### src/rtl/bltm_pkg.sv
`timescale 1ns / 1ps
`default_nettype none
// ----------------------------------------------------------------------------
// bltm_pkg
// Shared types and constants of the bracket loop tape machine: transaction
// payloads, action codes, operator characters and default memory depths.
// ----------------------------------------------------------------------------
package bltm_pkg;

  localparam int unsigned ProgDepthDef = 4096;
  localparam int unsigned TapeDepthDef = 2048;

  // Action codes of an input transaction
  localparam logic [1:0] ActLoad    = 2'd0;
  localparam logic [1:0] ActRestart = 2'd1;
  localparam logic [1:0] ActStep    = 2'd2;

  // Operator characters
  localparam logic [7:0] CharNul   = 8'h00;
  localparam logic [7:0] CharRight = 8'h3E;
  localparam logic [7:0] CharLeft  = 8'h3C;
  localparam logic [7:0] CharInc   = 8'h2B;
  localparam logic [7:0] CharDec   = 8'h2D;
  localparam logic [7:0] CharOut   = 8'h2E;
  localparam logic [7:0] CharOpen  = 8'h5B;
  localparam logic [7:0] CharClose = 8'h5D;

  typedef struct packed {
    logic [1:0]  action;
    logic [11:0] load_address;
    logic [7:0]  load_char;
  } in_t;

  typedef struct packed {
    logic [7:0] out_byte;
    logic       out_valid;
    logic       halted;
  } out_t;

endpackage
`default_nettype wire

### src/rtl/bltm_outreg.sv
`timescale 1ns / 1ps
`default_nettype none
// ----------------------------------------------------------------------------
// bltm_outreg
// Output register of the result channel. Frees the slot in the same cycle
// that the held transaction leaves.
// ----------------------------------------------------------------------------
module bltm_outreg (
  input  wire logic           clk_i,
  input  wire logic           rst_ni,
  input  wire logic           push_i,
  input  wire bltm_pkg::out_t push_data_i,
  output      logic           free_o,
  output      logic           out_valid_o,
  input  wire logic           out_ready_i,
  output      bltm_pkg::out_t out_data_o
);
  import bltm_pkg::*;

  logic valid_q, valid_d;
  out_t data_q;

  assign free_o = !valid_q || out_ready_i;

  always_comb begin
    valid_d = valid_q;
    if (out_ready_i) begin
      valid_d = 1'b0;
    end
    if (push_i) begin
      valid_d = 1'b1;
    end
  end

  always_ff @(posedge clk_i or negedge rst_ni) begin
    if (!rst_ni) begin
      valid_q <= 1'b0;
    end else begin
      valid_q <= valid_d;
    end
  end

  always_ff @(posedge clk_i) begin
    if (push_i) begin
      data_q <= push_data_i;
    end
  end

  assign out_valid_o = valid_q;
  assign out_data_o  = data_q;

endmodule
`default_nettype wire

### config.mk
export PLATFORM = sky130hd
export DESIGN_NAME = bltm_outreg
export DESIGN_NICKNAME = d
export VERILOG_FILES = /design/src/rtl/bltm_pkg.sv /design/src/rtl/bltm_outreg.sv
export SDC_FILE = /design/constraint.sdc
export NUM_CORES = 1
export LEC_CHECK = 0
export ABC_CLOCK_PERIOD_IN_PS = 1500
export BUFFER_PORTS_ARGS = -buffer_cell sky130_fd_sc_hd__buf_4
export CORE_AREA = 2 2 39 41
export CTS_CLUSTER_SIZE = 12
export DETAILED_ROUTE_END_ITERATION = 10
export DIE_AREA = 0 0 41 43
export RECOVER_POWER = 25
export SETUP_SLACK_MARGIN = 0.15
export SLEW_MARGIN = 40
export SYNTH_ARGS = -nofsm -noshare
export SYNTH_HDL_FRONTEND = slang
export SYNTH_SLANG_ARGS = --single-unit
### constraint.sdc
create_clock -name clk_i -period 1.5 [get_ports clk_i]
set_clock_uncertainty 0.1 [all_clocks]
set_input_delay 0.225 -clock clk_i [delete_from_list [all_inputs] [get_ports clk_i]]
set_output_delay 0.225 -clock clk_i [all_outputs]
set_load 0.005 [all_outputs]
==> flow_summary_export.csv <==
group,metric,value,unit
route,ant_nets,0,
clock_network,cts_buffers,3,
global_route,overflow,0,
worst_setup_path,worstPathMaxFanout,2,
clock_network,clk_latency,0.26,ns
global_route,grtUsageTotal,9.32,%
yosys,synth_nets,27,
yosys,syn_area_per_cell,26.8,um2
sta,finalHoldViolCount,0,
sta,period_share,79.4,%
sta,slew_viol_final,0,
clock_network,postCtsSetupBuffers,0,
clock_network,cts_sinks,11,
sta,worstMarginPinSlew,0.138,ns
floorplan,start_util,25.1,%
global_route,grt_max_degree,12,
status,status,"finished, final reports clean",
yosys,synth_most_common_cell,"edfxtp_1",
worst_setup_path,r2r_cells,2,
clock_network,path_clk_slew,0.07,ns
route,wl_per_cell,11.4,um
yosys,seq_area_frac_synth,93.5,%
worst_hold_path,hold_start,"push_data_i[7]",
final_layout,design_area,592,um2
worst_setup_path,required,1.17,ns
clock_network,htree_levels,1,
sta,timing.fmax,840,MHz
worst_setup_path,r2r-start,"out_valid_o$_DFFE_PN0P_",
floorplan,die_w,41,um
yosys,synth.area.top_cells,"edfxtp_1 86%, dfrtp_1 7.2%, nand2b_4 4.0%",
worst_setup_path,start_kind,"flop",
final_layout,area_growth,70.1,%
worst_setup_path,path_class,"flop to output port",
power_and_ir_drop,power.density,1080,nW/um2
global_route,antenna_found_initial,0,
yosys,synthArstFlopShare,9.09,%
worst_setup_path,r2r_slack,0.74,ns
route,via_per_inst,4.15,
worst_setup_path,r2r-end,"out_valid_o$_DFFE_PN0P_",
power_and_ir_drop,p_leak,0.257,nW
placement,routabilityCongestion,0.591,
route,drt_iter0_drc,0,
sta,fin_crit,1.19,ns
worst_setup_path,endpoint_kind,"output port",
sta,slew_headroom,90.8,%
clock_network,cts_buffer_depth,2,
floorplan,die_area,1760,um2
sta,tns,0,ns
yosys,yosysUniqueCellTypes,4,
final_layout,diodes,0,
worst_hold_path,hold_depth,1,
floorplan,io_pins,26,
worst_hold_path,hold_class,"primary input to flop",
route,drc,0,
yosys,synth_area,348,um2
route,firstDrtPassIters,1,
yosys,netlist_instances,13,
worst_setup_path,crit_arrival,0.87,ns
flow_run,cap_viol_max_count,0,
floorplan,rows,14,
yosys,netlist.area_leader.share,86.3,%
power_and_ir_drop,vdd_drop_max,0.402,mV
floorplan,core,1380,um2
placement,placed_cell_area,556,um2
worst_hold_path,holdPathEnd,"out_data_o[7]$_DFFE_PP_",
global_route,grt_pass1_wl,979,um
sta,setup_viol,0,
clock_network,cts_tree,"built",
floorplan,die_y,43,um
yosys,synth_edf_count,10,
yosys,synth-seq-cells,11,
sta,rsz0062_at_grt,"no",
final_layout,nets,58,
yosys,ys.flop_type,"edfxtp_1",
final_layout,drive_gt1_share,69.8,%
yosys,synthTopCellsByCount,"10 x edfxtp_1, 1 x dfrtp_1, 1 x nand2b_2, 1 x nand2b_4",
clock_network,clock-root-buffer,"clkbuf_4",
route,vias,245,
global_route,grt_pass1_vias,253,
yosys,synth_warnings,0,
placement,io_buffers,25,
route,wirelength,670,um
yosys,yosysTopAreaCell,"edfxtp_1",
[power breakdown]
part	internal, W	switching [W]	leakage, nW
Sequential	0.000361	0.00000748	0.109
Clock	0.000103	0.0000899	0.0150
Combinational	0.0000536	0.0000230	0.134
[stage by stage]
step | utilization [%] | power [W] | hold slack [ns] | instances | setup WS [ns]
floorplan | - | 0.000384 | -0.171 | 13 | 0.697
global placement | 40.1 | 0.000450 | -0.0998 | 54 | 0.585
detailed placement | 40.1 | 0.000453 | -0.0953 | 54 | 0.579
CTS | 42.8 | 0.000653 | 0.0263 | 59 | 0.294
global route | 42.8 | 0.000677 | 0.0274 | 59 | 0.264
finish | 42.8 | 0.000637 | 0.0406 | 59 | 0.309
[layout by cell type, fill, tap and decap left out]
cell / count
buf_4: 17
clkbuf_1: 1
clkbuf_4: 11
dfrtp_1: 1
dlygate4sd3_1: 1
edfxtp_1: 10
nand2b_2: 1
nand2b_4: 1
[cell families (layout without fill, tap and decap cells)]
logic type,after synthesis,count (layout),synth area share (%)
buffers and inverters,0,30,0
AND/OR/NAND/NOR,2,2,6.47
flip-flops,11,11,93.5
[registers in the layout, summed over array words and instances (netlist names)]
name / flops
out_data_o: 10
out_valid_o: 1
[how the worst max path moves through the flow]
| stage | startpoint | to |
|---|---|---|
| final | out_valid_o$_DFFE_PN0P_ | free_o |
| after floorplan | out_valid_o$_DFFE_PN0P_ | free_o |
| after CTS | out_valid_o$_DFFE_PN0P_ | free_o |
| after global routing | out_valid_o$_DFFE_PN0P_ | free_o |
| after detailed placement | out_ready_i | free_o |
| after global placement | out_ready_i | free_o |
[layer usage]
layer  global-route usage [%]  up-vias  wire length (um)
li1                         -      110                 -
met1                     9.97      110               261
met2                     11.6       21               290
met3                     5.24        4                98
met4                     10.0        0                19
met5                        0        -                 0
[what timing repair did]
action,CTS,global route
endpoints found under the setup margin,0,0
hold buffers,1,0
endpoints found under the hold margin,1,0
resized for setup,0,0
[final cells by class]
type / count / area [um2]
fill: 134 / 792
sequential: 11 / 325
clock buffer: 4 / 26.3
tap: 16 / 20.0
timing repair buffer: 26 / 198
multi-input combinational: 2 / 22.5
[worst max-delay path, cell delays in order (launching register included)]
cell and delay (ns):
dfrtp_1 0.41, nand2b_4 0.09, buf_4 0.10
Power figures use the tool's default switching activity.
