File: src/rtl/bltm_ram.sv
`timescale 1ns / 1ps
`default_nettype none
// ----------------------------------------------------------------------------
// bltm_ram
// Generic single-write, single-read synchronous RAM with registered read data.
// ----------------------------------------------------------------------------
module bltm_ram #(
  parameter int unsigned WIDTH = 8,
  parameter int unsigned DEPTH = 16
) (
  input  wire logic                     clk_i,
  input  wire logic                     we_i,
  input  wire logic [$clog2(DEPTH)-1:0] waddr_i,
  input  wire logic [WIDTH-1:0]         wdata_i,
  input  wire logic [$clog2(DEPTH)-1:0] raddr_i,
  output      logic [WIDTH-1:0]         rdata_o
);

  logic [WIDTH-1:0] mem_q [DEPTH];
  logic [WIDTH-1:0] rdata_q;

  always_ff @(posedge clk_i) begin
    if (we_i) begin
      mem_q[waddr_i] <= wdata_i;
    end
    rdata_q <= mem_q[raddr_i];
  end

  assign rdata_o = rdata_q;

endmodule
`default_nettype wire

File: config.mk
export PLATFORM = sky130hd
export DESIGN_NAME = bltm_ram
export DESIGN_NICKNAME = d
export VERILOG_FILES = /design/src/rtl/bltm_ram.sv
export SDC_FILE = /design/constraint.sdc
export NUM_CORES = 1
export LEC_CHECK = 0
export ABC_AREA = 1
export ABC_CLOCK_PERIOD_IN_PS = 2000
export BUFFER_PORTS_ARGS = -buffer_cell sky130_fd_sc_hd__buf_4
export CORE_ASPECT_RATIO = 0.5
export CORE_UTILIZATION = 35
export CTS_CLUSTER_DIAMETER = 60
export DETAILED_ROUTE_END_ITERATION = 10
export HOLD_SLACK_MARGIN = 0.12
export SLEW_MARGIN = 15
export SYNTH_ARGS = -nofsm -noshare
export SYNTH_HDL_FRONTEND = slang
export SYNTH_SLANG_ARGS = --single-unit
File: constraint.sdc
create_clock -name clk_i -period 2 [get_ports clk_i]
set_clock_uncertainty 0.2 [all_clocks]
set_input_delay 0.2 -clock clk_i [delete_from_list [all_inputs] [get_ports clk_i]]
set_output_delay 0.2 -clock clk_i [all_outputs]
set_load 0.05 [all_outputs]
==> results.json, run 1 <==
{
  "viasPerCell": 4.59,
  "ff2ff_setup_slack_ns": 0.72,
  "max-slew-margin-rel_pct": 73.1,
  "worstHoldPathCells": 6,
  "r2r_end": "rdata_o[6]$_DFF_P_",
  "worst_skew_pair.late_latency_ns": 0.42,
  "final_antenna_net_count": 0,
  "cts_tree": "yes",
  "num_rows": 32,
  "grtUsageTotal_pct": 17.3,
  "clock.fmax_ghz": 0.589,
  "worst_setup_path_start_kind": "input port",
  "min_from": "raddr_i[0]",
  "final_hold_viol_count": 0,
  "die_area_um2": 17000,
  "synth_top_cell_by_area": "edfxtp_1",
  "cts-buffers-inserted": 17,
  "leakage_nw": 3.02,
  "synth_edf_count": 128,
  "crit_path_max_fanout": 32,
  "placedCellCount": 796,
  "async_reset_ff_share_pct": 0,
  "finalSetupViolCount": 0,
  "root_buffer": "clkbuf_16",
  "yosys_warnings": 0,
  "ir_worst_vdd_mv": 0.609,
  "multi_input_area_um2": 1210,
  "synth_area_um2": 5770,
  "endpoint_kind": "flop",
  "r2r_start": "mem_q[9][6]$_DFFE_PP_",
  "ys_top_cells_by_area": "edfxtp_1 (67%), nand2_1 (11%), nand3_1 (8.4%)",
  "final_core_utilization_pct": 44.6,
  "nets": 622,
  "outcome": "finished, final reports clean",
  "area_growth_pct": 21.8,
  "hpwlAfterDp_mm": 8.35,
  "clk_path_buf_depth": 2,
  "crit_type": "in2reg",
  "firstDrtPassIters": 5,
  "final.setup.tns_ns": 0,
  "hp-class": "in2reg",
  "grt_pass1_vias": 3779,
  "drive_above_1_share_pct": 12.8,
  "drv_cap": 0,
  "fp.coreArea_um2": 15700,
  "die_h_um": 92.8,
  "ys_ff_latch": 136,
  "n_fill_cell": 1429,
  "required_ns": 2.10,
  "ys.flop_type": "edfxtp_1",
  "fin_crit_sh_pct": 84.9,
  "rsz0062_at_grt": "no",
  "yosysSeqAreaShare_pct": 69.4,
  "ys_types": 12,
  "drt_iter0_markers": 276,
  "synth_top_area_share_pct": 66.7,
  "syn_inst": 551,
  "post-place-ws_ns": 0.424,
  "gp_congestion": 0.820,
  "htree_levels": 4,
  "initial_core_util_pct": 36.6,
  "cp.arrival_ns": 1.80,
  "antenna_found_initial": 1,
  "syn_area_per_cell_um2": 10.5,
  "clkSinkCount": 136,
  "hold_end": "rdata_o[5]$_DFF_P_",
  "ios": 26,
  "powerDensity_nw_per_um2": 1010,
  "via_count": 3843,
  "final_cell_area_um2": 7020,
  "rr_worst_depth": 6,
  "finalWorstSetupSlack_ns": 0.303,
  "num_antenna_cells": 0,
  "path_clk_slew_ns": 0.06,
  "grt_pass1_wl_mm": 21.3,
  "period_needed_ns": 1.70,
  "dpl_cell_area_um2": 6290,
  "fp.dieW_um": 184,
  "yosys.cell_count.top_type": "nand2_1",
  "overflow": 0,
  "netlist_top_cells_count": "nand2_1 (173), edfxtp_1 (128), inv_1 (100)",
  "wirelength_mm": 13.5,
  "grt_max_degree": 59,
  "drcViolationCount": 0,
  "layout.cells.non_filler": 838,
  "cts_setup_buffers": 0,
  "synth.net_count": 569,
  "io_buffers": 25,
  "worst_pin_slew_ns": 0.402,
  "wire_per_inst_um": 16.1,
  "drv_slew": 0,
  "seq_area_um2": 4000
}
==> power by group <==
group | total (mW) | switching (mW) | internal, mW
Combinational | 0.503 | 0.345 | 0.158
Sequential | 3.21 | 0.0257 | 3.19
Clock | 3.35 | 1.15 | 2.20
Total | 7.07 | 1.52 | 5.55
==> through the flow <==
| step | power (mW) | hold slack (ns) |
|---|---|---|
| global placement | 3.75 | 0.339 |
| detailed placement | 3.76 | 0.339 |
| finish | 7.07 | 0.144 |
| floorplan | 3.55 | 0.0989 |
| CTS | 7.10 | 0.134 |
| global route | 7.26 | 0.156 |
==> routing by layer <==
layer / share of wire, % / GRT usage (%) / vias to the layer above / routed length [um]
li1: - / - / 1880 / -
met1: 46 / 23.3 / 1821 / 6220
met2: 47 / 27.7 / 120 / 6290
met3: 5.8 / 3.81 / 20 / 789
met4: 1.5 / 5.90 / 2 / 207
met5: 0.089 / 0 / - / 12
==> registers in the layout, indices dropped and copies added (netlist names) <==
name	count
rdata_o	8
mem_q	128
==> cell usage in the layout, fill, tap and decap left out <==
cell type / synthesis / routed
nand2_1: 173 / 173
edfxtp_1: 128 / 128
inv_1: 100 / 100
nand3_1: 97 / 97
buf_4: 4 / 44
nor2_1: 17 / 17
clkbuf_16: 0 / 17
dlygate4sd3_1: 0 / 10
dfxtp_1: 8 / 8
bufinv_16: 0 / 5
buf_12: 0 / 4
clkinv_2: 0 / 3
clkinv_4: 0 / 3
inv_2: 2 / 2
nand3b_1: 2 / 2
clkbuf_1: 0 / 2
clkinvlp_4: 0 / 1
clkinv_1: 0 / 1
==> worst max path at each step <==
stage | from | end | slack (ns) | cells past startpoint
after floorplan | waddr_i[2] | mem_q[10][0]$_DFFE_PP_ | 0.65 | 2
after global placement | raddr_i[2] | rdata_o[6]$_DFF_P_ | 0.43 | 6
after detailed placement | raddr_i[2] | rdata_o[6]$_DFF_P_ | 0.42 | 6
after CTS | raddr_i[1] | rdata_o[6]$_DFF_P_ | 0.32 | 8
after global routing | raddr_i[1] | rdata_o[6]$_DFF_P_ | 0.25 | 8
final | raddr_i[1] | rdata_o[6]$_DFF_P_ | 0.30 | 8
==> critical path, stage by stage <==
cell and delay [ns]:
dlygate4sd3_1 0.55, buf_4 0.26, inv_2 0.08, buf_12 0.18
nand3_1 0.10, nand3_1 0.16, nand3_1 0.17, nand2_1 0.09
==> area by class of cell <==
cell class              instances  area share (%)
repair buffers                 58            7.27
inverters                     102            5.45
well taps                     221            3.94
clock buffers                  19            6.16
multi-input cells             289            17.3
flip-flops and latches        136            57.0
clock inverters                13            2.89
==> logic make-up after synthesis <==
logic type / count (synthesis) / share of synthesized area, %
flip-flops: 136 / 69.4
buffers and inverters: 126 / 9.52
AND/OR/NAND/NOR: 289 / 21.0
==> repair_timing <==
item / 4_1_cts / 5_1_grt
resized for setup: 0 / 0
hold endpoints to repair: 136 / 0
hold buffers: 10 / 0
(Power assumes the default switching activity.)
==> inputs of run 2 (changes only) <==
--- a/config.mk
+++ b/config.mk
@@ -6,7 +6,7 @@
 export NUM_CORES = 1
 export LEC_CHECK = 0
 export ABC_AREA = 1
-export ABC_CLOCK_PERIOD_IN_PS = 2000
+export ABC_CLOCK_PERIOD_IN_PS = 1350
 export BUFFER_PORTS_ARGS = -buffer_cell sky130_fd_sc_hd__buf_4
 export CORE_ASPECT_RATIO = 0.5
 export CORE_UTILIZATION = 35
==> constraint.sdc (replaced) <==
create_clock -name clk_i -period 1.35 [get_ports clk_i]
set_clock_uncertainty 0.2 [all_clocks]
set_input_delay 0.135 -clock clk_i [delete_from_list [all_inputs] [get_ports clk_i]]
set_output_delay 0.135 -clock clk_i [all_outputs]
set_load 0.05 [all_outputs]
==> results.json, run 2 (same netlist as run 1, synthesis figures left out) <==
{
  "wirelength_mm": 13.5,
  "hpwlAfterDp_mm": 8.40,
  "required_ns": 1.01,
  "clk_path_buf_depth": 2,
  "power_mw": 9.99,
  "hp-class": "in2reg",
  "cp.arrival_ns": 0.97,
  "period_needed_ns": 1.31,
  "drcViolationCount": 0,
  "grt_pass1_wl_mm": 21.0,
  "crit_path_max_incr_delay_ns": 0.35,
  "drv_slew": 0,
  "outcome": "finished with violations",
  "crit_path_max_fanout": 1,
  "critPathTopFamily": "flip-flops",
  "io_buffers": 25,
  "clock.fmax_ghz": 0.765,
  "fp.coreArea_um2": 15700,
  "die_area_um2": 17000,
  "final_hold_viol_count": 7,
  "overflow": 0,
  "crit_chain": "buf_4",
  "wire_per_inst_um": 16.0,
  "grt_pass1_vias": 3750,
  "finalSetupViolCount": 0,
  "root_buffer": "clkbuf_16",
  "ir_worst_vdd_mv": 0.895,
  "nets": 629,
  "cts-buffers-inserted": 17,
  "top_register": "mem_q",
  "firstDrtPassIters": 5,
  "num_rows": 32,
  "worst_setup_path_start_kind": "flop",
  "cts_tree": "yes",
  "num_antenna_cells": 0,
  "fin_crit_sh_pct": 96.9,
  "powerDensity_nw_per_um2": 1420,
  "viasPerCell": 4.65,
  "layout.cells.non_filler": 845,
  "seq_area_um2": 4000,
  "ios": 26,
  "drt_iter0_markers": 347,
  "rsz0062_at_grt": "no",
  "via_count": 3932,
  "drv_cap": 0,
  "grt_max_degree": 47,
  "multi_input_area_um2": 1210,
  "finalHoldWorstSlack_ns": -0.0764,
  "cts_setup_buffers": 0,
  "grtUsageTotal_pct": 17.2,
  "die_h_um": 92.8,
  "failed_checks": "negative hold slack",
  "n_fill_cell": 1451,
  "path_clk_slew_ns": 0.05,
  "htree_levels": 4,
  "clkSinkCount": 136,
  "critPathBufInv": 1,
  "worst_skew_pair.late_latency_ns": 0.41,
  "cts_resized": 0,
  "fp.dieW_um": 184,
  "gp_congestion": 0.811,
  "final.setup.tns_ns": 0,
  "crit_type": "reg2out",
  "endpoint_kind": "primary output",
  "drive_above_1_share_pct": 13.8,
  "final_antenna_net_count": 0,
  "area_growth_pct": 21.7,
  "worst_pin_slew_ns": 0.297,
  "initial_core_util_pct": 36.6,
  "largest_reg_flops": 128,
  "cts_hold_buf": 9,
  "placedCellCount": 804,
  "final_common_cell": "nand2_1",
  "leakage_nw": 3.04,
  "layout_common_cells": "nand2_1 (173), edfxtp_1 (128), inv_1 (100)",
  "max-slew-margin-rel_pct": 80.2,
  "cp_slowest_cell": "dfxtp_1",
  "antenna_found_initial": 0
}
## run 2: changes by cell type in the layout (fill, tap and decap cells not counted), sizes merged
cell,delta
bufinv,-3
clkinv,-1
dlygate4sd3,-1
buf,+8
clkbuf,+4
## run 2: power by group
group / switching (mW) / internal (mW)
Sequential: 0.0320 / 4.72
Combinational: 0.515 / 0.246
Clock: 1.67 / 2.80
## run 2: path summary, 6_finish.rpt
path,startpoint,end,slack (ns),cells after the start
setup / recovery,rdata_o[0]$_DFF_P_,rdata_o[0],0.04,1
hold / removal,raddr_i[2],rdata_o[1]$_DFF_P_,-0.08,4
setup reg to reg,mem_q[8][5]$_DFFE_PP_,rdata_o[5]$_DFF_P_,0.14,6
hold reg to reg,mem_q[13][1]$_DFFE_PP_,rdata_o[1]$_DFF_P_,0.47,6
## run 2: area by class of cell
type / instances / area share [%]
well taps: 221 / 3.94
repair buffers: 65 / 8.16
multi-input cells: 289 / 17.3
clock inverters: 9 / 1.44
inverters: 102 / 5.45
clock buffers: 23 / 6.67
flip-flops and latches: 136 / 57.0
## run 2: layer usage
layer  share of wire (%)  global-route usage, %  up-vias
met1                  46                   23.1     1890
met2                  46                   27.0      123
met3                 5.8                   3.50       20
met4                 1.6                   7.29        0
li1                    -                      -     1899
met5                   0                      0        -
## run 2: through the flow
stage          utilization, %  worst slack, ns  hold WS, ns  area [um^2]
3_3_place_gp             40.4          -0.0361        0.253         6360
5_1_grt                  44.6           0.0102      -0.0395         7020
3_5_place_dp             40.4          -0.0376        0.259         6360
4_1_cts                  44.6           0.0121      -0.0770         7020
6_report                 44.6           0.0422      -0.0764         7020
2_1_floorplan               -           0.0642       0.0339         5770
