[src/rtl/bltm_pkg.sv]
`timescale 1ns / 1ps
`default_nettype none
// ----------------------------------------------------------------------------
// bltm_pkg
// Shared types and constants of the bracket loop tape machine: transaction
// payloads, action codes, operator characters and default memory depths.
// ----------------------------------------------------------------------------
package bltm_pkg;

  localparam int unsigned ProgDepthDef = 4096;
  localparam int unsigned TapeDepthDef = 2048;

  // Action codes of an input transaction
  localparam logic [1:0] ActLoad    = 2'd0;
  localparam logic [1:0] ActRestart = 2'd1;
  localparam logic [1:0] ActStep    = 2'd2;

  // Operator characters
  localparam logic [7:0] CharNul   = 8'h00;
  localparam logic [7:0] CharRight = 8'h3E;
  localparam logic [7:0] CharLeft  = 8'h3C;
  localparam logic [7:0] CharInc   = 8'h2B;
  localparam logic [7:0] CharDec   = 8'h2D;
  localparam logic [7:0] CharOut   = 8'h2E;
  localparam logic [7:0] CharOpen  = 8'h5B;
  localparam logic [7:0] CharClose = 8'h5D;

  typedef struct packed {
    logic [1:0]  action;
    logic [11:0] load_address;
    logic [7:0]  load_char;
  } in_t;

  typedef struct packed {
    logic [7:0] out_byte;
    logic       out_valid;
    logic       halted;
  } out_t;

endpackage
`default_nettype wire

[src/rtl/bltm_ctrl.sv]
`timescale 1ns / 1ps
`default_nettype none
// ----------------------------------------------------------------------------
// bltm_ctrl
// Sequencer of the tape machine: decodes transactions, reads program and tape
// memory, writes back cells, scans for matching brackets and sweeps the tape.
// ----------------------------------------------------------------------------
module bltm_ctrl #(
  parameter int unsigned PROG_DEPTH = bltm_pkg::ProgDepthDef,
  parameter int unsigned TAPE_DEPTH = bltm_pkg::TapeDepthDef
) (
  input  wire logic                          clk_i,
  input  wire logic                          rst_ni,
  input  wire logic                          in_valid_i,
  output      logic                          in_ready_o,
  input  wire bltm_pkg::in_t                 in_data_i,
  output      logic                          prog_we_o,
  output      logic [$clog2(PROG_DEPTH)-1:0] prog_waddr_o,
  output      logic [7:0]                    prog_wdata_o,
  output      logic [$clog2(PROG_DEPTH)-1:0] prog_raddr_o,
  input  wire logic [7:0]                    prog_rdata_i,
  output      logic                          tape_we_o,
  output      logic [$clog2(TAPE_DEPTH)-1:0] tape_waddr_o,
  output      logic [7:0]                    tape_wdata_o,
  output      logic [$clog2(TAPE_DEPTH)-1:0] tape_raddr_o,
  input  wire logic [7:0]                    tape_rdata_i,
  input  wire logic                          res_free_i,
  output      logic                          res_push_o,
  output      bltm_pkg::out_t                res_o
);
  import bltm_pkg::*;

  localparam int unsigned PA  = $clog2(PROG_DEPTH);
  localparam int unsigned PCW = PA + 1;
  localparam int unsigned DW  = $clog2(TAPE_DEPTH);
  localparam logic [PCW-1:0] PcEnd = PCW'(PROG_DEPTH);
  localparam logic [DW-1:0]  DpMax = DW'(TAPE_DEPTH - 1);

  typedef enum logic [4:0] {
    ST_IDLE  = 5'b00001,
    ST_EXEC  = 5'b00010,
    ST_SCAN  = 5'b00100,
    ST_CLEAR = 5'b01000,
    ST_HOLD  = 5'b10000
  } state_e;

  state_e         state_q, state_d;
  logic [PCW-1:0] pc_q, pc_d;
  logic [DW-1:0]  dp_q, dp_d;
  logic           halted_q, halted_d;
  logic [PCW-1:0] scan_addr_q, scan_addr_d;
  logic [PCW-1:0] depth_q, depth_d;
  logic           fwd_q, fwd_d;
  logic [DW-1:0]  clr_q, clr_d;
  logic           clr_resp_q, clr_resp_d;
  out_t           hold_q, hold_d;

  logic           done;
  out_t           res;
  logic [PCW-1:0] pc_inc;
  logic [PCW-1:0] scan_next;
  logic           is_open, is_close, closes;

  assign pc_inc   = pc_q + PCW'(1);
  assign is_open  = (prog_rdata_i == CharOpen);
  assign is_close = (prog_rdata_i == CharClose);
  // Character that lowers the nesting count in the current scan direction
  assign closes   = fwd_q ? is_close : is_open;

  assign prog_waddr_o = PA'(in_data_i.load_address);
  assign prog_wdata_o = in_data_i.load_char;
  assign tape_raddr_o = dp_q;

  always_comb begin
    state_d      = state_q;
    pc_d         = pc_q;
    dp_d         = dp_q;
    halted_d     = halted_q;
    scan_addr_d  = scan_addr_q;
    depth_d      = depth_q;
    fwd_d        = fwd_q;
    clr_d        = clr_q;
    clr_resp_d   = clr_resp_q;
    hold_d       = hold_q;
    done         = 1'b0;
    res          = '{out_byte: 8'd0, out_valid: 1'b0, halted: 1'b0};
    in_ready_o   = 1'b0;
    prog_we_o    = 1'b0;
    prog_raddr_o = PA'(pc_q);
    tape_we_o    = 1'b0;
    tape_waddr_o = dp_q;
    tape_wdata_o = 8'd0;
    res_push_o   = 1'b0;
    scan_next    = '0;

    case (state_q)
      ST_IDLE: begin
        in_ready_o = 1'b1;
        if (in_valid_i) begin
          case (in_data_i.action)
            ActLoad: begin
              prog_we_o = (32'(in_data_i.load_address) < 32'(PROG_DEPTH));
              done      = 1'b1;
            end
            ActRestart: begin
              pc_d       = '0;
              dp_d       = '0;
              halted_d   = 1'b0;
              clr_d      = '0;
              clr_resp_d = 1'b1;
              state_d    = ST_CLEAR;
            end
            ActStep: begin
              if (halted_q) begin
                done = 1'b1;
              end else if (pc_q >= PcEnd) begin
                halted_d = 1'b1;
                done     = 1'b1;
              end else begin
                // program and tape reads go out at this edge
                state_d = ST_EXEC;
              end
            end
            default: begin
              done = 1'b1;
            end
          endcase
        end
      end

      ST_EXEC: begin
        case (prog_rdata_i)
          CharNul: begin
            halted_d = 1'b1;
            done     = 1'b1;
          end
          CharRight: begin
            dp_d = (dp_q == DpMax) ? '0 : dp_q + DW'(1);
            pc_d = pc_inc;
            done = 1'b1;
          end
          CharLeft: begin
            dp_d = (dp_q == '0) ? DpMax : dp_q - DW'(1);
            pc_d = pc_inc;
            done = 1'b1;
          end
          CharInc: begin
            tape_we_o    = 1'b1;
            tape_wdata_o = tape_rdata_i + 8'd1;
            pc_d         = pc_inc;
            done         = 1'b1;
          end
          CharDec: begin
            tape_we_o    = 1'b1;
            tape_wdata_o = tape_rdata_i - 8'd1;
            pc_d         = pc_inc;
            done         = 1'b1;
          end
          CharOut: begin
            res.out_byte  = tape_rdata_i;
            res.out_valid = 1'b1;
            pc_d          = pc_inc;
            done          = 1'b1;
          end
          CharOpen: begin
            if (tape_rdata_i == 8'd0) begin
              fwd_d   = 1'b1;
              depth_d = PCW'(1);
              if (pc_inc >= PcEnd) begin
                halted_d = 1'b1;
                done     = 1'b1;
              end else begin
                scan_addr_d  = pc_inc;
                prog_raddr_o = PA'(pc_inc);
                state_d      = ST_SCAN;
              end
            end else begin
              pc_d = pc_inc;
              done = 1'b1;
            end
          end
          CharClose: begin
            if (tape_rdata_i != 8'd0) begin
              fwd_d   = 1'b0;
              depth_d = PCW'(1);
              if (pc_q == '0) begin
                halted_d = 1'b1;
                done     = 1'b1;
              end else begin
                scan_addr_d  = pc_q - PCW'(1);
                prog_raddr_o = PA'(pc_q - PCW'(1));
                state_d      = ST_SCAN;
              end
            end else begin
              pc_d = pc_inc;
              done = 1'b1;
            end
          end
          default: begin
            pc_d = pc_inc;
            done = 1'b1;
          end
        endcase
      end

      ST_SCAN: begin
        // read data belongs to scan_addr_q; next read goes out in parallel
        scan_next = fwd_q ? scan_addr_q + PCW'(1) : scan_addr_q - PCW'(1);
        if (fwd_q && prog_rdata_i == CharNul) begin
          halted_d = 1'b1;
          done     = 1'b1;
        end else if (closes && depth_q == PCW'(1)) begin
          pc_d = scan_addr_q + PCW'(1);
          done = 1'b1;
        end else begin
          if (closes) begin
            depth_d = depth_q - PCW'(1);
          end else if (is_open || is_close) begin
            depth_d = depth_q + PCW'(1);
          end
          if (fwd_q ? (scan_next >= PcEnd) : (scan_addr_q == '0)) begin
            halted_d = 1'b1;
            done     = 1'b1;
          end else begin
            scan_addr_d  = scan_next;
            prog_raddr_o = PA'(scan_next);
          end
        end
      end

      ST_CLEAR: begin
        tape_we_o    = 1'b1;
        tape_waddr_o = clr_q;
        if (clr_q == DpMax) begin
          clr_resp_d = 1'b0;
          if (clr_resp_q) begin
            done = 1'b1;
          end else begin
            state_d = ST_IDLE;
          end
        end else begin
          clr_d = clr_q + DW'(1);
        end
      end

      ST_HOLD: begin
        if (res_free_i) begin
          res_push_o = 1'b1;
          state_d    = ST_IDLE;
        end
      end

      default: begin
        state_d = ST_IDLE;
      end
    endcase

    res.halted = halted_d;
    if (done) begin
      if (res_free_i) begin
        res_push_o = 1'b1;
        state_d    = ST_IDLE;
      end else begin
        hold_d  = res;
        state_d = ST_HOLD;
      end
    end
    if (state_q == ST_HOLD) begin
      res = hold_q;
    end
  end

  assign res_o = res;

  always_ff @(posedge clk_i or negedge rst_ni) begin
    if (!rst_ni) begin
      state_q    <= ST_CLEAR;
      pc_q       <= '0;
      dp_q       <= '0;
      halted_q   <= 1'b0;
      clr_q      <= '0;
      clr_resp_q <= 1'b0;
    end else begin
      state_q    <= state_d;
      pc_q       <= pc_d;
      dp_q       <= dp_d;
      halted_q   <= halted_d;
      clr_q      <= clr_d;
      clr_resp_q <= clr_resp_d;
    end
  end

  always_ff @(posedge clk_i) begin
    scan_addr_q <= scan_addr_d;
    depth_q     <= depth_d;
    fwd_q       <= fwd_d;
    hold_q      <= hold_d;
  end

endmodule
`default_nettype wire

[config.mk]
export PLATFORM = sky130hd
export DESIGN_NAME = bltm_ctrl
export DESIGN_NICKNAME = d
export VERILOG_FILES = /design/src/rtl/bltm_pkg.sv /design/src/rtl/bltm_ctrl.sv
export SDC_FILE = /design/constraint.sdc
export NUM_CORES = 1
export LEC_CHECK = 0
export ABC_CLOCK_PERIOD_IN_PS = 4100
export CAP_MARGIN = 20
export CORE_UTILIZATION = 35
export DETAILED_ROUTE_END_ITERATION = 8
export DONT_BUFFER_PORTS = 1
export GPL_ROUTABILITY_DRIVEN = 0
export PLACE_DENSITY_LB_ADDON = 0.25
export SYNTH_ARGS = -nofsm -noshare
export SYNTH_HDL_FRONTEND = slang
export SYNTH_SLANG_ARGS = --single-unit
[constraint.sdc]
create_clock -name clk_i -period 4.1 [get_ports clk_i]
set_input_delay 0.41 -clock clk_i [delete_from_list [all_inputs] [get_ports clk_i]]
set_output_delay 0.41 -clock clk_i [all_outputs]
set_load 0.01 [all_outputs]
==> impl_metrics.yaml <==
clocking:
  clock_tree.buffer_depth: 2
  clockRootBuffer: "clkbuf_16"
  cts_tree: "done"
  clkSinkCount: 79
  cts_made_buffers: 9
  ctsHtreeMaxLevel: 3
  clock_latency_ns: 0.35
  cts_resized: 0
  cts.reportedPaths.clkPinSlew_ns: 0.06
die:
  die_area_mm2: 0.0204
  core-area_mm2: 0.0194
  die_w_um: 143
  die_h_um: 143
  num_rows: 51
  io_pins: 118
  start_util_pct: 35.7
synthesis:
  syn_avg_cell_area_um2: 8.13
  syn_area_mm2: 0.00693
  ys_top_cells_by_area: "edfxtp_1 16%, dfrtp_1 15%, xnor2_1 5.3%"
  synth_edf_count: 37
  synth-async-reset-ratio_pct: 53.2
  yosysTopAreaCellShare_pct: 16.0
  synth_fp_nets: 916
  yosys-top-cells-count: "94 x nand2_1, 76 x nor2_1, 47 x o21ai_0"
  synth_top_area_cell: "edfxtp_1"
  synth_seq_cells: 79
  yosysUniqueCellTypes: 90
  syn_inst: 852
  synth_flop_cell: "dfrtp_1"
  yosysSeqAreaShare_pct: 31.2
  synth_most_common_cell: "nand2_1"
  synth_warnings: 0
timing:
  drv_slew: 0
  rsz0062_at_grt: "no"
  finalSetupViolCount: 0
  fin_crit_sh_pct: 91.7
  fin_skew_ns: 0.00985
  fmax_mhz: 266
  hold_viol: 0
  relSlewSlack_pct: 38.2
  worst-slew-pin-transition_ns: 0.914
  finalSetupTns_ns: 0
  period_minus_slack_ns: 3.76
placed_design:
  dpl.cell_count: 1061
  hpwl_um: 15300
  portBuffers: 0
global_route:
  grt_pass1_wl_um: 32800
  grt_max_degree: 43
  overflow: 0
  grt_usage_pct: 20.8
  antenna_found_initial: 0
  first_global_vias: 5880
job:
  maxCapViolations: 0
critical_path:
  crit_fanout: 17
  start_kind: "flop"
  critPathRequiredTime_ns: 3.69
  worst_ep_arrival_time_ns: 3.35
  path_class: "reg2out"
  setup.worst_path.end_class: "output port"
route:
  via_per_inst: 5.83
  drc: 0
  vias: 6286
  drt_iter0_markers: 468
  routed_wl_um: 20600
  firstDrtPassIters: 5
  final_antenna_net_count: 0
  wl_per_cell_um: 19.1
final_layout:
  antenna_cells: 0
  synthToLayoutAreaGrowth_pct: 6.00
  layout-drive-gt1-share_pct: 7.86
  nets: 873
  finalNonFillerCells: 1079
power:
  power.internal_uw: 1750
  p_comb_share_pct: 29.4
  power_uw: 2770
  leakagePower_uw: 0.00272
  power.share.clock_pct: 30.9
  ir_worst_vdd_mv: 0.191
  switchingPower_uw: 1020
  seq_power_share_pct: 39.8
  p_per_area_mw_per_mm2: 377
  switching_share_pct: 36.7
outcome:
  status: "finished clean"
hold_path:
  hold_path_class: "in2reg"
[metrics by stage]
stage               hold WS (ns)  worst slack, ns  utilization [%]  instance area (µm²)
global route               0.115            0.160             37.8                 7340
floorplan                  0.114            0.916                -                 6930
CTS                        0.114            0.392             37.8                 7340
finish                     0.121            0.340             37.8                 7340
global placement           0.115            0.828             36.0                 6990
detailed placement         0.115            0.775             36.0                 6990
[repair_timing]
action	4_1_cts	5_1_grt
buffers inserted	0	0
hold buffers	2	0
endpoints found under the hold margin	42	0
[per-layer routing]
metal  track usage (%)  vias to the layer above  routed length, µm
li1                  -                     3020                  -
met1              29.2                     3019               9660
met4              7.02                        0                435
met2              31.8                      213               9120
met3              3.89                       34               1350
met5                 0                        -                  0
[placed cells by master (no fill, tap or decap), types with 6 or more instances in the layout]
cell	Yosys	routed
a211oi_1	8	8
nand3_1	28	28
or3_1	11	11
nor2_1	76	76
and3_1	9	9
a21oi_1	39	39
ha_1	21	21
inv_1	28	28
a21o_1	12	12
xor2_1	27	27
o211ai_1	6	6
o21ai_0	47	47
o31ai_1	6	6
o22ai_1	11	11
nand4_1	22	22
clkbuf_16	0	11
edfxtp_1	37	37
a22oi_1	8	8
buf_4	20	18
nor3_1	28	28
nor4_1	16	16
dfrtp_1	41	41
and2_1	13	13
xnor2_1	42	42
a22o_1	6	6
a31oi_1	11	11
o221ai_1	9	9
nor4b_1	6	6
o21a_1	8	8
nand2_1	94	94
nor2b_1	7	7
[critical path, cell delays in order, from the launching register on]
cell     delay [ns]
dfrtp_1        0.65
nand3_1        0.32
or4_1          0.65
and4_2         0.28
or2_2          0.35
mux2i_4        0.29
inv_4          0.16
o21ai_1        0.28
[cell families after synthesis]
kind of cell,after synthesis,share of synthesized area (%)
and+or+nand+nor,358,26.6
adders and majority gates,22,4.08
buffers and inverters,104,7.43
muxes,8,1.37
xor gates and xnor gates,69,8.73
AOI/OAI and AO/OA,212,20.6
DFF,79,31.2
[cell type report]
type	instances	area, µm²
sequential	79	2160
tap	265	332
timing repair buffer	20	173
clock inverter	4	31.3
multi-input combinational	669	4250
clock buffer	12	279
fill	2038	12100
inverter	30	115
[worst paths after layout]
kind	startpoint	end	slack [ns]	depth (start not counted)
max reg2reg	scan_addr_q[0]$_DFFE_PP_	hold_q[5]$_DFFE_PP_	0.99	8
min in group asynchronous	rst_ni	tape_raddr_o[10]$_DFFE_PN0P_	0.55	2
min reg2reg	clr_resp_q$_DFFE_PN0P_	clr_resp_q$_DFFE_PN0P_	0.49	1
min	res_free_i	state_q[4]$_DFFE_PN0P_	0.12	1
max in group asynchronous	rst_ni	state_q[3]$_DFFE_PN1P_	3.26	2
max	pc_q[3]$_DFFE_PN0P_	prog_raddr_o[1]	0.34	7
[registers in the layout, summed over array words and instances, names as in the netlist]
name / count
scan_addr_q: 13
fwd_q: 1
state_q: 5
halted_q: 1
clr_q: 11
hold_q: 10
depth_q: 13
pc_q: 13
tape_raddr_o: 11
clr_resp_q: 1
[power by group through the flow]
| stage | combinational [µW] | clock, µW | sequential, µW |
|---|---|---|---|
| 2_1_floorplan | 676 | 0 | 1010 |
| 3_3_place_gp | 785 | 0 | 1110 |
| 3_5_place_dp | 783 | 0 | 1110 |
| 4_1_cts | 803 | 868 | 1090 |
| 5_1_grt | 897 | 895 | 1120 |
| 6_report | 812 | 854 | 1100 |
Note: power is estimated with default switching activity, not from simulation.
